<file path="src/hdl/i2cseq_pkg.sv">
// ----------------------------------------------------------------------------
// i2cseq_pkg
// Shared types and codes for the I2C EEPROM transaction sequencer.
// ----------------------------------------------------------------------------
`timescale 1ns / 1ps
`default_nettype none

package i2cseq_pkg;

   localparam int ADDR_BITS_DEF = 17;
   localparam int MAX_BURST     = 256;

   localparam int CSR_IDX_W  = 3;
   localparam int CSR_DATA_W = 24;

   // register indexes
   localparam logic [CSR_IDX_W-1:0] CSR_DEV_WRITE_LOW  = 3'd0;
   localparam logic [CSR_IDX_W-1:0] CSR_DEV_WRITE_HIGH = 3'd1;
   localparam logic [CSR_IDX_W-1:0] CSR_DEV_READ_LOW   = 3'd2;
   localparam logic [CSR_IDX_W-1:0] CSR_DEV_READ_HIGH  = 3'd3;
   localparam logic [CSR_IDX_W-1:0] CSR_TIMEOUT_LIMIT  = 3'd4;

   localparam logic [7:0]  DEV_WRITE_LOW_RST  = 8'hA0;
   localparam logic [7:0]  DEV_WRITE_HIGH_RST = 8'hA2;
   localparam logic [7:0]  DEV_READ_LOW_RST   = 8'hA1;
   localparam logic [7:0]  DEV_READ_HIGH_RST  = 8'hA3;
   localparam logic [23:0] TIMEOUT_LIMIT_RST  = 24'd10000;

   // input item modes
   localparam logic [2:0] MODE_WRITE   = 3'd0;
   localparam logic [2:0] MODE_READ    = 3'd1;
   localparam logic [2:0] MODE_PROBE   = 3'd2;
   localparam logic [2:0] MODE_WR_BYTE = 3'd3;
   localparam logic [2:0] MODE_DONE    = 3'd4;
   localparam logic [2:0] MODE_TICK    = 3'd5;

   // bus commands
   localparam logic [2:0] CMD_NONE      = 3'd0;
   localparam logic [2:0] CMD_START     = 3'd1;
   localparam logic [2:0] CMD_RESTART   = 3'd2;
   localparam logic [2:0] CMD_SEND      = 3'd3;
   localparam logic [2:0] CMD_RECV_ACK  = 3'd4;
   localparam logic [2:0] CMD_RECV_NACK = 3'd5;
   localparam logic [2:0] CMD_STOP      = 3'd6;

   // status codes
   localparam logic [3:0] ST_OK        = 4'd0;
   localparam logic [3:0] ST_BAD_ADDR  = 4'd1;
   localparam logic [3:0] ST_COLLISION = 4'd2;
   localparam logic [3:0] ST_NACK_DEVW = 4'd3;
   localparam logic [3:0] ST_NACK_ADRH = 4'd4;
   localparam logic [3:0] ST_NACK_ADRL = 4'd5;
   localparam logic [3:0] ST_NACK_DATA = 4'd6;
   localparam logic [3:0] ST_TIMEOUT   = 4'd7;
   localparam logic [3:0] ST_BUSY      = 4'd8;

   // operation kinds
   localparam logic [1:0] KIND_WRITE = 2'd0;
   localparam logic [1:0] KIND_READ  = 2'd1;
   localparam logic [1:0] KIND_PROBE = 2'd2;

   typedef struct packed {
      logic [2:0]  mode;
      logic [17:0] mem_addr;
      logic [8:0]  length;
      logic [7:0]  write_byte;
      logic        ack_received;
      logic        collision;
      logic [7:0]  read_byte;
   } req_type;

   typedef struct packed {
      logic [2:0] bus_command;
      logic [7:0] bus_byte;
      logic       need_data;
      logic [7:0] data_out;
      logic       data_valid;
      logic       done_res;
      logic [3:0] status;
      logic [8:0] byte_count;
   } rsp_type;

endpackage

`default_nettype wire

</file>
<file path="src/hdl/i2c_eeprom_transaction_sequencer.sv">
// ----------------------------------------------------------------------------
// i2c_eeprom_transaction_sequencer
// An accepted item's result, where it gives one, is registered and shows on rsp_valid in the cycle after acceptance.
// Throughput: one item per cycle; the input stalls only while a held result is stalled.
// Reset: synchronous, active high; sequencer idle, registers at defaults.
// ----------------------------------------------------------------------------
`timescale 1ns / 1ps
`default_nettype none

module i2c_eeprom_transaction_sequencer #(
   parameter int ADDR_BITS = i2cseq_pkg::ADDR_BITS_DEF
) (
   input  wire logic                              clock,
   input  wire logic                              reset,
   input  wire logic                              req_valid,
   output logic                                   req_stall,
   input  wire i2cseq_pkg::req_type               req_data,
   output logic                                   rsp_valid,
   input  wire logic                              rsp_stall,
   output i2cseq_pkg::rsp_type                    rsp_data,
   input  wire logic                              csr_wr_en,
   input  wire logic [i2cseq_pkg::CSR_IDX_W-1:0]  csr_index,
   input  wire logic [i2cseq_pkg::CSR_DATA_W-1:0] csr_wdata
);

   import i2cseq_pkg::*;

   typedef enum logic [3:0] {
      PH_IDLE, PH_START, PH_DEVW, PH_ADRH, PH_ADRL, PH_WAITD,
      PH_DATA, PH_RESTART, PH_DEVR, PH_RECV, PH_STOP, PH_PROBE
   } phase_type;

   phase_type            phase_ff, phase_in;
   logic [1:0]           kind_ff, kind_in;
   logic [ADDR_BITS-1:0] addr_ff, addr_in;
   logic [8:0]           len_ff, len_in;
   logic [8:0]           cnt_ff, cnt_in;
   logic [23:0]          ticks_ff, ticks_in;
   logic [3:0]           pend_ff, pend_in;

   logic [7:0]  dev_wl_ff, dev_wh_ff, dev_rl_ff, dev_rh_ff;
   logic [23:0] timeout_ff;

   logic    rsp_valid_ff, rsp_valid_in;
   rsp_type rsp_data_ff, rsp_data_in;

   logic       req_accept;
   logic       emit;
   rsp_type    res;
   logic       upper;
   logic [7:0] dev_wr_sel, dev_rd_sel;
   logic [8:0] cnt_inc;
   logic [9:0] cnt_inc2;
   logic       bad_cmd;

   assign req_stall  = rsp_valid_ff & rsp_stall;
   assign req_accept = req_valid & ~req_stall;
   assign rsp_valid  = rsp_valid_ff;
   assign rsp_data   = rsp_data_ff;

   assign upper      = (ADDR_BITS > 16) ? addr_ff[ADDR_BITS-1] : 1'b0;
   assign dev_wr_sel = upper ? dev_wh_ff : dev_wl_ff;
   assign dev_rd_sel = upper ? dev_rh_ff : dev_rl_ff;
   assign cnt_inc    = cnt_ff + 9'd1;
   assign cnt_inc2   = {1'b0, cnt_inc} + 10'd1;
   assign bad_cmd    = (req_data.mem_addr[17:ADDR_BITS] != '0)
                       || (req_data.length == 9'd0)
                       || ({1'b0, req_data.length} > 10'(MAX_BURST));

   always_comb begin
      phase_in = phase_ff;
      kind_in  = kind_ff;
      addr_in  = addr_ff;
      len_in   = len_ff;
      cnt_in   = cnt_ff;
      ticks_in = ticks_ff;
      pend_in  = pend_ff;
      emit     = 1'b0;
      res      = '0;
      if (req_accept) begin
         unique case (req_data.mode) inside
            MODE_WRITE, MODE_READ, MODE_PROBE: begin
               if (phase_ff == PH_IDLE) begin
                  kind_in = req_data.mode[1:0];
                  cnt_in  = '0;
                  pend_in = ST_OK;
                  emit    = 1'b1;
                  if (req_data.mode != MODE_PROBE && bad_cmd) begin
                     res.done_res = 1'b1;
                     res.status   = ST_BAD_ADDR;
                     phase_in     = PH_IDLE;
                  end else begin
                     if (req_data.mode != MODE_PROBE) begin
                        addr_in = req_data.mem_addr[ADDR_BITS-1:0];
                        len_in  = req_data.length;
                     end else begin
                        len_in = '0;
                     end
                     res.bus_command = CMD_START;
                     phase_in        = PH_START;
                     ticks_in        = '0;
                  end
               end
            end
            MODE_WR_BYTE: begin
               if (phase_ff == PH_WAITD) begin
                  emit            = 1'b1;
                  res.bus_command = CMD_SEND;
                  res.bus_byte    = req_data.write_byte;
                  phase_in        = PH_DATA;
                  ticks_in        = '0;
               end
            end
            MODE_DONE: begin
               if (phase_ff != PH_IDLE && phase_ff != PH_WAITD) begin
                  emit     = 1'b1;
                  ticks_in = '0;
                  if (req_data.collision) begin
                     res.done_res   = 1'b1;
                     res.status     = ST_COLLISION;
                     res.byte_count = cnt_ff;
                     phase_in       = PH_IDLE;
                     ticks_in       = ticks_ff;
                  end else begin
                     unique case (phase_ff)
                        PH_START: begin
                           res.bus_command = CMD_SEND;
                           if (kind_ff == KIND_PROBE) begin
                              res.bus_byte = dev_wh_ff;
                              phase_in     = PH_PROBE;
                           end else begin
                              res.bus_byte = dev_wr_sel;
                              phase_in     = PH_DEVW;
                           end
                        end
                        PH_PROBE: begin
                           pend_in         = req_data.ack_received ? ST_OK : ST_BUSY;
                           res.bus_command = CMD_STOP;
                           phase_in        = PH_STOP;
                        end
                        PH_DEVW, PH_ADRH, PH_ADRL, PH_DATA, PH_DEVR: begin
                           if (!req_data.ack_received) begin
                              res.done_res   = 1'b1;
                              res.byte_count = cnt_ff;
                              phase_in       = PH_IDLE;
                              ticks_in       = ticks_ff;
                              unique case (phase_ff)
                                 PH_DEVW: res.status = ST_NACK_DEVW;
                                 PH_ADRH: res.status = ST_NACK_ADRH;
                                 PH_ADRL: res.status = ST_NACK_ADRL;
                                 default: res.status = ST_NACK_DATA;
                              endcase
                           end else begin
                              unique case (phase_ff)
                                 PH_DEVW: begin
                                    res.bus_command = CMD_SEND;
                                    res.bus_byte    = addr_ff[15:8];
                                    phase_in        = PH_ADRH;
                                 end
                                 PH_ADRH: begin
                                    res.bus_command = CMD_SEND;
                                    res.bus_byte    = addr_ff[7:0];
                                    phase_in        = PH_ADRL;
                                 end
                                 PH_ADRL: begin
                                    if (kind_ff == KIND_WRITE) begin
                                       res.need_data = 1'b1;
                                       phase_in      = PH_WAITD;
                                       ticks_in      = ticks_ff;
                                    end else begin
                                       res.bus_command = CMD_RESTART;
                                       phase_in        = PH_RESTART;
                                    end
                                 end
                                 PH_DATA: begin
                                    cnt_in = cnt_inc;
                                    if (cnt_inc >= len_ff) begin
                                       pend_in         = ST_OK;
                                       res.bus_command = CMD_STOP;
                                       phase_in        = PH_STOP;
                                    end else begin
                                       res.need_data = 1'b1;
                                       phase_in      = PH_WAITD;
                                       ticks_in      = ticks_ff;
                                    end
                                 end
                                 default: begin
                                    res.bus_command = (len_ff <= 9'd1) ? CMD_RECV_NACK
                                                                       : CMD_RECV_ACK;
                                    phase_in        = PH_RECV;
                                 end
                              endcase
                           end
                        end
                        PH_RESTART: begin
                           res.bus_command = CMD_SEND;
                           res.bus_byte    = dev_rd_sel;
                           phase_in        = PH_DEVR;
                        end
                        PH_RECV: begin
                           cnt_in         = cnt_inc;
                           res.data_out   = req_data.read_byte;
                           res.data_valid = 1'b1;
                           if (cnt_inc >= len_ff) begin
                              pend_in         = ST_OK;
                              res.bus_command = CMD_STOP;
                              phase_in        = PH_STOP;
                           end else begin
                              res.bus_command = (cnt_inc2 >= {1'b0, len_ff}) ? CMD_RECV_NACK
                                                                            : CMD_RECV_ACK;
                              phase_in        = PH_RECV;
                           end
                        end
                        PH_STOP: begin
                           res.done_res   = 1'b1;
                           res.status     = pend_ff;
                           res.byte_count = cnt_ff;
                           phase_in       = PH_IDLE;
                           ticks_in       = ticks_ff;
                        end
                        default: begin
                           emit     = 1'b0;
                           phase_in = PH_IDLE;
                           ticks_in = ticks_ff;
                        end
                     endcase
                  end
               end
            end
            MODE_TICK: begin
               if (phase_ff != PH_IDLE && phase_ff != PH_WAITD) begin
                  if (ticks_ff >= timeout_ff) begin
                     emit           = 1'b1;
                     res.done_res   = 1'b1;
                     res.byte_count = cnt_ff;
                     res.status     = (phase_ff == PH_STOP && kind_ff == KIND_WRITE)
                                      ? pend_ff : ST_TIMEOUT;
                     phase_in       = PH_IDLE;
                  end else begin
                     ticks_in = ticks_ff + 24'd1;
                  end
               end
            end
            default: begin
            end
         endcase
      end
   end

   always_comb begin
      rsp_valid_in = rsp_valid_ff;
      rsp_data_in  = rsp_data_ff;
      if (emit) begin
         rsp_valid_in = 1'b1;
         rsp_data_in  = res;
      end else if (rsp_valid_ff && !rsp_stall) begin
         rsp_valid_in = 1'b0;
      end
   end

   always_ff @(posedge clock) begin
      if (reset) begin
         phase_ff     <= PH_IDLE;
         kind_ff      <= KIND_WRITE;
         addr_ff      <= '0;
         len_ff       <= '0;
         cnt_ff       <= '0;
         ticks_ff     <= '0;
         pend_ff      <= ST_OK;
         rsp_valid_ff <= 1'b0;
         dev_wl_ff    <= DEV_WRITE_LOW_RST;
         dev_wh_ff    <= DEV_WRITE_HIGH_RST;
         dev_rl_ff    <= DEV_READ_LOW_RST;
         dev_rh_ff    <= DEV_READ_HIGH_RST;
         timeout_ff   <= TIMEOUT_LIMIT_RST;
      end else begin
         phase_ff     <= phase_in;
         kind_ff      <= kind_in;
         addr_ff      <= addr_in;
         len_ff       <= len_in;
         cnt_ff       <= cnt_in;
         ticks_ff     <= ticks_in;
         pend_ff      <= pend_in;
         rsp_valid_ff <= rsp_valid_in;
         if (csr_wr_en) begin
            unique case (csr_index)
               CSR_DEV_WRITE_LOW:  dev_wl_ff  <= csr_wdata[7:0];
               CSR_DEV_WRITE_HIGH: dev_wh_ff  <= csr_wdata[7:0];
               CSR_DEV_READ_LOW:   dev_rl_ff  <= csr_wdata[7:0];
               CSR_DEV_READ_HIGH:  dev_rh_ff  <= csr_wdata[7:0];
               CSR_TIMEOUT_LIMIT:  timeout_ff <= csr_wdata[23:0];
               default: begin
               end
            endcase
         end
      end
      rsp_data_ff <= rsp_data_in;
   end

`ifndef SYNTHESIS
   // a finishing result always leaves the sequencer idle
   assert property (@(posedge clock) disable iff (reset)
      emit && res.done_res |=> phase_ff == PH_IDLE)
      else $error("sequencer not idle after finishing transfer");

   // only a write burst waits for data bytes
   assert property (@(posedge clock) disable iff (reset)
      phase_ff == PH_WAITD |-> kind_ff == KIND_WRITE)
      else $error("waiting for data outside a write");

   // byte count never passes the burst length
   assert property (@(posedge clock) disable iff (reset)
      cnt_ff <= len_ff)
      else $error("byte count beyond burst length");

   // a new result is only loaded when the result register can take it
   assert property (@(posedge clock) disable iff (reset)
      emit |-> !(rsp_valid_ff && rsp_stall))
      else $error("result register overwritten while stalled");
`endif

endmodule

`default_nettype wire
</file>
<file path="config.mk">
export PLATFORM = sky130hd
export DESIGN_NAME = i2c_eeprom_transaction_sequencer
export DESIGN_NICKNAME = d
export VERILOG_FILES = /design/src/hdl/i2cseq_pkg.sv /design/src/hdl/i2c_eeprom_transaction_sequencer.sv
export SDC_FILE = /design/constraint.sdc
export NUM_CORES = 1
export LEC_CHECK = 0
export BUFFER_PORTS_ARGS = -buffer_cell sky130_fd_sc_hd__buf_2
export CORE_MARGIN = 2
export CORE_UTILIZATION = 53
export CTS_BUF_LIST = sky130_fd_sc_hd__clkbuf_8 sky130_fd_sc_hd__clkbuf_16
export CTS_CLUSTER_SIZE = 14
export DETAILED_ROUTE_END_ITERATION = 6
export PLACE_DENSITY = 0.74
export SLEW_MARGIN = 10
export SYNTH_ARGS = -nofsm -noshare
export SYNTH_HDL_FRONTEND = slang
export SYNTH_SLANG_ARGS = --single-unit
</file>
<file path="constraint.sdc">
create_clock -name clock -period 3.56 [get_ports clock]
set_input_delay 0.534 -clock clock [delete_from_list [all_inputs] [get_ports clock]]
set_output_delay 0.534 -clock clock [all_outputs]
set_load 0.05 [all_outputs]
</file>
## Word level (Yosys, flattened, before mapping)

Cells that the tools add are included.

- Flip-flop bits (word level): 161
- Input port bits: 80
- Output and inout bits: 37
- Logic and storage cells: 206

- Add/subtract/negate cells: 3
- Order comparisons: 5
- Equality and inequality tests: 38
- Muxes and demuxes: 92
- Bitwise gates (word level): 10
- Reductions and logical operators: 37

Operator list:

| cell | count |
|---|---|
| 24-bit 2-to-1 mux | 10 |
| 24-bit one-hot mux with 2 select lines | 2 |
| 24-bit one-hot mux with 4 select lines | 1 |
| 4-bit 2-to-1 mux | 17 |
| 9-bit 2-to-1 mux | 7 |
| 14-bit 2-to-1 mux | 4 |
| 9-bit one-hot mux with 2 select lines | 3 |
| 35-bit 2-to-1 mux | 1 |
| 4-bit one-hot mux with 4 select lines | 2 |
| 8-bit one-hot mux with 2 select lines | 2 |
| 14-bit one-hot mux with 2 select lines | 1 |
| 3-bit one-hot mux with 3 select lines | 3 |
| 24-bit by 1-bit adder with 24-bit output, second input constant | 1 |
| 24-bit greater-or-equal comparator | 1 |
| 8-bit 2-to-1 mux | 3 |
| 8-bit one-hot mux with 3 select lines | 1 |
| 21-bit 2-to-1 mux | 1 |
| 4-bit one-hot mux with 5 select lines | 1 |
| 1-bit 2-to-1 mux | 18 |
| 4-bit by 3-bit == test with 1-bit output, second input constant | 4 |
| 4-bit == test, second input constant | 4 |
| 8-bit AND reduction | 2 |
| 5-bit one-hot mux with 3 select lines | 1 |
| 13-bit AND reduction | 1 |
| other kinds (52) | 94 |

## Logic depth before layout (Yosys ltp)

Gate-level depths: netlist of run 1.

- Depth in word-level cells: 9
- Mapped depth: 15
- Depth with buffers taken out: 14

## Worst setup path after synthesis of run 1

Ideal clock, no wire load.

- Path kind: flip-flop to flip-flop
- Start point: register cnt_ff[0]
- End point: register ticks_ff[12]
- Setup time: 0.070 ns
- Arrival: 3.328 ns
- Setup slack: 0.162 ns
- Cell stages (with the launch flop): 16
- Path buffers: 1
- Period minus slack after synthesis: 3.398 ns
- Cell sequence: dfxtp_1 -> ha_1 -> nand3_1 -> nor2_1 -> xnor2_1 -> inv_1 -> ha_1 -> and4_1 -> nand3_1 -> o21ai_0 -> nor3_1 -> nor4_4 -> buf_6 -> nand3_2 -> or4_1 -> a21oi_1

- Cells in the longest elaborated chain, start to end: 4

RTL lines:

| item | line | source |
|---|---|---|
| from (decl) | i2c_eeprom_transaction_sequencer.sv:37 | `logic [8:0] cnt_ff, cnt_in;` |
| from (signal assigned) | i2c_eeprom_transaction_sequencer.sv:281 | `cnt_ff <= cnt_in;` |
| 9-bit by 1-bit adder with 9-bit output | i2c_eeprom_transaction_sequencer.sv:64 | `assign cnt_inc = cnt_ff + 9'd1;` |
| 9-bit greater-or-equal comparator | i2c_eeprom_transaction_sequencer.sv:177 | `if (cnt_inc >= len_ff) begin` |
| 4-bit != test (no line) | -- |  |
| 13-bit AND reduction (no line) | -- |  |
| to (signal assigned) | i2c_eeprom_transaction_sequencer.sv:282 | `ticks_ff <= ticks_in;` |
| to (decl) | i2c_eeprom_transaction_sequencer.sv:38 | `logic [23:0] ticks_ff, ticks_in;` |

No other way between the ends.
A chain may end at the register's enable or synchronous reset.

## Final worst setup path of run 1

- Start point: register cnt_ff[0]
- End point: register ticks_ff[14]

Same word-level chain as after synthesis.

==> out/metrics.yaml, run 1 <==
io_buffers: 116
die_y_microns: 132
relSlewSlack: 0.331
synth_edf_count: 35
grt_max_degree: 50
dr.pass1.iters: 5
slew_violations: 0
routed_wirelength_microns: 21900
synthAdderAreaFrac: 0.0652
required_ns: 3.90
final_core_util: 0.638
drc: 0
outcome: "finished, final reports clean"
drive_above_1_share: 0.163
muxShareOfSynthArea: 0.0429
grt_setup_unrepaired: "yes"
place_ws_ns: 0.0323
path_cells: "ha_1 -> nand3_1 -> nor2_1 -> xnor2_1 -> inv_1 -> ha_1 -> and4_1 -> nand3_1 -> o21ai_1 -> nor3_1 -> nor4_4 -> buf_6 -> nand4_1 -> or4_1 -> a21oi_1"
synth_compound_area_frac: 0.184
n_fill_cell: 1410
track_usage: 0.250
holdWs_ns: 0.322
dieWidth_microns: 132
syn-num-nets: 1169
synth_cell_types: 60
syn_area_sq_mm: 0.00863
placementRows: 46
synth.avg_cell_area_sq_um: 8.27
fin_ws_ns: 0.194
syn_to_final_growth_pct: 17.5
slowest_stage: "or4_1"
final_nets: 1288
coreArea_sq_mm: 0.0159
peakVddDrop_mv: 0.385
setup_violations: 0
dieArea_sq_mm: 0.0173
drtIter0Drc: 789
grt_pass1_vias: 7319
synthArstFlopShare: 0
io_pins: 117
worstMarginPinSlew_ns: 1.00
clock_sinks: 158
grt_pass1_wl_microns: 35600
synthFlopType: "dfxtp_1"
cp_data_arrival_time_ns: 3.71
avgViaCountPerCell: 5.75
worstSetupStartpointType: "flop"
startpoint: "cnt_ff[0]"
grt_overflow: 0
clk_latency_ns: 0.42
timing.rr.end: "ticks_ff[14]"
timing.final.crit_share: 0.945
critical-path-max-stage-delay_ns: 0.48
synthSimpleGateAreaFrac: 0.236
reg2reg_depth: 15
ys_seq_area_frac: 0.407
power_leakage_nw: 3.94
mostFrequentLayoutCells: "162 x nand2_1, 128 x a21oi_1, 123 x dfxtp_1"
cts.path.max_buffers: 2
drtAntennaViolNets: 0
power.density_mw_per_mm2: 406
r2r-start: "cnt_ff[0]"
via_count: 8004
htreeDepth: 4
endpoint: "ticks_ff[14]"
wire_per_inst_microns: 15.7
period_minus_slack_ns: 3.37
crit_path_max_fanout: 14
initial_utilization: 0.543
ys_seq_elements: 158
final_common_cell: "nand2_1"
routabilityCongestion: 0.931
skew_ns: 0.00619
cts_tree: "yes"
dp_hpwl_microns: 15800
clk_pin_slew_worst_paths_ns: 0.06
holdBufCountCts: 0
antennaDiodeCount: 0
cts_root_buf: "clkbuf_16"
ys.warnings.count: 0
cap_violations: 0
fmax_mhz: 297
crit_type: "flop to flop"
synth_xor_area_frac: 0.0193
cts_buffers: 17
synth_top_family_by_area: "simple AND/OR/NAND/NOR gates"
synth_cells: 1044
hold_viol: 0
critPathCaptureType: "flop"
holdCritPathClass: "input pin to flop"
antenna_found_initial: 0
reg2reg_setup_slack_ns: 0.19
fin_tns_setup_ns: 0
==> routing by layer <==
| metal | wire [microns] | global-route usage |
|---|---|---|
| met5 | 0 | 0 |
| met4 | 383 | 0.0797 |
| met3 | 1790 | 0.0552 |
| met2 | 9440 | 0.382 |
| met1 | 10200 | 0.352 |
==> per-stage QoR <==
| stage | cells | cell area (sq um) | total power, mW |
|---|---|---|---|
| after floorplan | 1044 | 8630 | 2.22 |
| after detailed placement | 1357 | 9530 | 2.38 |
| after global placement | 1357 | 9530 | 2.38 |
| after CTS | 1389 | 10100 | 4.13 |
| after global routing | 1392 | 10100 | 4.26 |
| final | 1392 | 10100 | 4.11 |
==> Yosys cell counts (all sizes together) (8+ instances only) <==
master,instances,area share
a211o,10,0.010
a211oi,9,0.0084
a21oi,128,0.074
and2,25,0.018
and3,12,0.0087
clkbuf,44,0.019
dfxtp,123,0.29
edfxtp,35,0.12
ha,45,0.065
inv,49,0.021
mux2i,37,0.043
nand2,163,0.071
nand3,38,0.023
nand3b,14,0.012
nand4,20,0.014
nor2,64,0.028
nor2b,15,0.011
nor3,8,0.0046
nor4,12,0.010
o21ai,65,0.038
o22ai,10,0.0072
o31ai,12,0.010
or3,11,0.0080
or4,13,0.012
xnor2,13,0.013
==> final cells by class <==
type | count | area, sq um | share of cell area
sequential | 158 | 3510 | 0.346
timing repair buffer | 150 | 852 | 0.0840
inverter | 50 | 188 | 0.0185
clock buffer | 21 | 503 | 0.0496
multi-input combinational | 786 | 4740 | 0.467
tap | 216 | 270 | 0.0267
clock inverter | 11 | 76.3 | 0.00753
==> critical path: cells and delay by family, from the launching register on <==
family          cells  cell delay [ns]
fa+ha+maj           2             0.53
xor+xnor            1             0.16
compound gates      2             0.37
simple gates        8             1.58
flops               1             0.33
buf+inv             2             0.31
==> report_power, final <==
| group | switching, mW | internal, mW | leakage, nW |
|---|---|---|---|
| logic | 0.303 | 0.161 | 2.31 |
| registers | 0.0216 | 1.87 | 1.34 |
| clock network | 0.743 | 1.02 | 0.292 |
| total | 1.07 | 3.05 | 3.94 |
==> what timing repair did <==
| action | in CTS | in global routing |
|---|---|---|
| endpoints found under the setup margin | 0 | 55 |
| buffers inserted | 0 | 2 |
| gates resized for setup | 0 | 6 |
==> cells by family (layout without fill, tap and decap cells) <==
kind of cell               Yosys count  after routing
muxes                               37             37
AOI/OAI and AO/OA                  272            272
adders and majority gates           45             45
and+or+nand+nor                    412            413
buffers and inverters              101            232
DFF                                158            158
xor gates and xnor gates            19             19
==> flip-flops by register name, summed over array words and instances (netlist names), 8 cells and up <==
| register | flops |
|---|---|
| addr_ff | 17 |
| timeout_ff | 24 |
| len_ff | 9 |
| dev_rh_ff | 8 |
| dev_rl_ff | 8 |
| dev_wh_ff | 8 |
| ticks_ff | 24 |
| dev_wl_ff | 8 |
| rsp_data | 35 |
| cnt_ff | 9 |
==> worst min path at each step <==
| stage | startpoint | end | slack, ns | depth (start not counted) |
|---|---|---|---|---|
| detailed placement | dev_rh_ff[6] | dev_rh_ff[6] | 0.45 | 2 |
| floorplan | dev_rh_ff[2] | dev_rh_ff[2] | 0.44 | 2 |
| finish | csr_wdata[10] | timeout_ff[10] | 0.32 | 3 |
| global placement | dev_rh_ff[6] | dev_rh_ff[6] | 0.44 | 2 |
| CTS | csr_wdata[10] | timeout_ff[10] | 0.31 | 3 |
| global route | csr_wdata[9] | timeout_ff[9] | 0.33 | 3 |
(Power assumes the default switching activity.)
==> inputs of run 2 (changes only) <==
--- a/config.mk
+++ b/config.mk
@@ -7,7 +7,7 @@
 export LEC_CHECK = 0
 export BUFFER_PORTS_ARGS = -buffer_cell sky130_fd_sc_hd__buf_2
 export CORE_MARGIN = 2
-export CORE_UTILIZATION = 53
+export CORE_UTILIZATION = 55
 export CTS_BUF_LIST = sky130_fd_sc_hd__clkbuf_8 sky130_fd_sc_hd__clkbuf_16
 export CTS_CLUSTER_SIZE = 14
 export DETAILED_ROUTE_END_ITERATION = 6
==> constraint.sdc (replaced) <==
create_clock -name clock -period 4.1 [get_ports clock]
set_input_delay 0.615 -clock clock [delete_from_list [all_inputs] [get_ports clock]]
set_output_delay 0.615 -clock clock [all_outputs]
set_load 0.05 [all_outputs]
==> run 2 against run 1 <==
Effect of this change:
- critical endpoint is now ticks_ff[20]
- sequential share of layout area is 0.32 points higher
- critical path type unchanged
- sequential power decreased by 13%
- die area fell by 3.5%
- cell count decreased by 1.1%
- clock power shrank 11%
- global-route usage increased by 2.1 points
==> out/metrics.yaml, run 2 (synthesized netlist as in run 1, its figures left out) <==
hold_path_depth: 3
power_leakage_nw: 3.88
grt_max_degree: 50
fin_area_sq_mm: 0.0100
holdCritPathClass: "input pin to flop"
final_nets: 1277
holdWs_ns: 0.390
dp_hpwl_microns: 16000
mostFrequentLayoutCells: "163 x nand2_1, 128 x a21oi_1, 123 x dfxtp_1"
fmax_mhz: 276
hold_path_end: "timeout_ff[9]"
critPathCaptureType: "flop"
reg2reg_depth: 16
drive_above_1_share: 0.155
r2r-start: "cnt_ff[0]"
reg2reg_setup_slack_ns: 0.47
relSlewSlack: 0.351
wire_per_inst_microns: 15.9
via_count: 7900
power.density_mw_per_mm2: 358
worstSetupStartpointType: "flop"
cts_root_buf: "clkbuf_16"
grt_pass1_wl_microns: 35900
worstMarginPinSlew_ns: 0.964
routabilityCongestion: 0.986
hold_viol: 0
min_from: "csr_wdata[9]"
coreArea_sq_mm: 0.0153
grt_overflow: 0
placementRows: 45
io_buffers: 116
drtAntennaViolNets: 0
fin_tns_setup_ns: 0
track_usage: 0.271
required_ns: 4.46
largest_register_ffs: 35
htreeDepth: 4
placed_area_sq_mm: 0.00945
routed_wirelength_microns: 21900
dr.pass1.iters: 5
peakVddDrop_mv: 0.271
timing.rr.end: "ticks_ff[20]"
dpl.cell_count: 1343
final_common_cell: "nand2_1"
period_minus_slack_ns: 3.63
grt_pass1_vias: 7184
cap_violations: 0
slew_violations: 0
clk_latency_ns: 0.44
clk_pin_slew_worst_paths_ns: 0.07
initial_utilization: 0.566
setup_violations: 0
dieArea_sq_mm: 0.0167
syn_to_final_growth_pct: 16.4
io_pins: 117
avgViaCountPerCell: 5.74
drc: 0
drtIter0Drc: 716
cts.path.max_buffers: 2
antenna_found_initial: 0
crit_path_max_fanout: 13
grt_setup_unrepaired: "no"
timing.final.crit_share: 0.885
antennaDiodeCount: 0
cp_data_arrival_time_ns: 3.99
cts_tree: "yes"
die_y_microns: 129
crit_type: "flop to flop"
fin_cells: 1376
cts_buffers: 17
clock_sinks: 158
outcome: "finished, final reports clean"
skew_ns: 0.0101
dieWidth_microns: 129
==> run 2: cell types whose count changed in the layout (fill, tap and decap cells not counted), sizes merged <==
cell | before | now
inv | 54 | 59
buf | 150 | 140
clkinvlp | 1 | 2
clkinv | 6 | 3
nand4 | 21 | 20
clkbuf | 21 | 18
==> run 2: final cells by class <==
cell class / instances / area (sq um)
fillers: 1326 / 5210
multi-input cells: 785 / 4720
flip-flops and latches: 158 / 3510
repair buffers: 140 / 773
clock buffers: 18 / 450
well taps: 211 / 264
inverters: 50 / 188
clock inverters: 14 / 135
==> run 2: per-stage QoR <==
stage	worst slack [ns]	power (mW)	util
detailed placement	0.388	2.06	0.620
floorplan	0.702	1.93	-
CTS	0.345	3.62	0.658
finish	0.471	3.60	0.658
global route	0.184	3.73	0.658
global placement	0.558	2.06	0.620
==> run 2: power breakdown <==
part           internal (mW)  switching, mW  total, mW
Combinational          0.132          0.256      0.388
Sequential              1.62         0.0219       1.64
Clock                  0.843          0.725       1.57
Total                   2.60           1.00       3.60
==> run 2: critical path: stages (launching register included) <==
cell and delay [ns]:
dfxtp_1 0.48, ha_1 0.25, nand3_1 0.16, nor2_1 0.16, xnor2_1 0.16, inv_1 0.12, ha_1 0.32, and4_1 0.21
nand3_1 0.07, o21ai_0 0.21, nor3_1 0.15, nor4_4 0.15, buf_4 0.22, nand4_1 0.11, buf_4 0.18, or4_1 0.41
a21oi_1 0.18
==> run 2: what timing repair did <==
item	in CTS	in global routing
endpoints found under the hold margin	0	0
setup endpoints to repair	0	4
hold buffers	0	0
buffers inserted	0	1
gates resized for setup	0	1
==> run 2: layer usage <==
layer,global-route usage,share of wire,vias to the layer above
met5,0,0,-
li1,-,-,3952
met4,0.0959,0.023,0
met3,0.0495,0.077,41
met1,0.395,0.47,3610
met2,0.402,0.43,297
==> run 2: how the worst max path moves through the flow <==
stage              start           end  cells after the start
2_1_floorplan  cnt_ff[0]  ticks_ff[12]                     15
3_3_place_gp   cnt_ff[0]  ticks_ff[18]                     15
3_5_place_dp   cnt_ff[0]  ticks_ff[20]                     14
4_1_cts        cnt_ff[0]  ticks_ff[20]                     14
5_1_grt        cnt_ff[0]  ticks_ff[20]                     16
6_report       cnt_ff[0]  ticks_ff[20]                     16
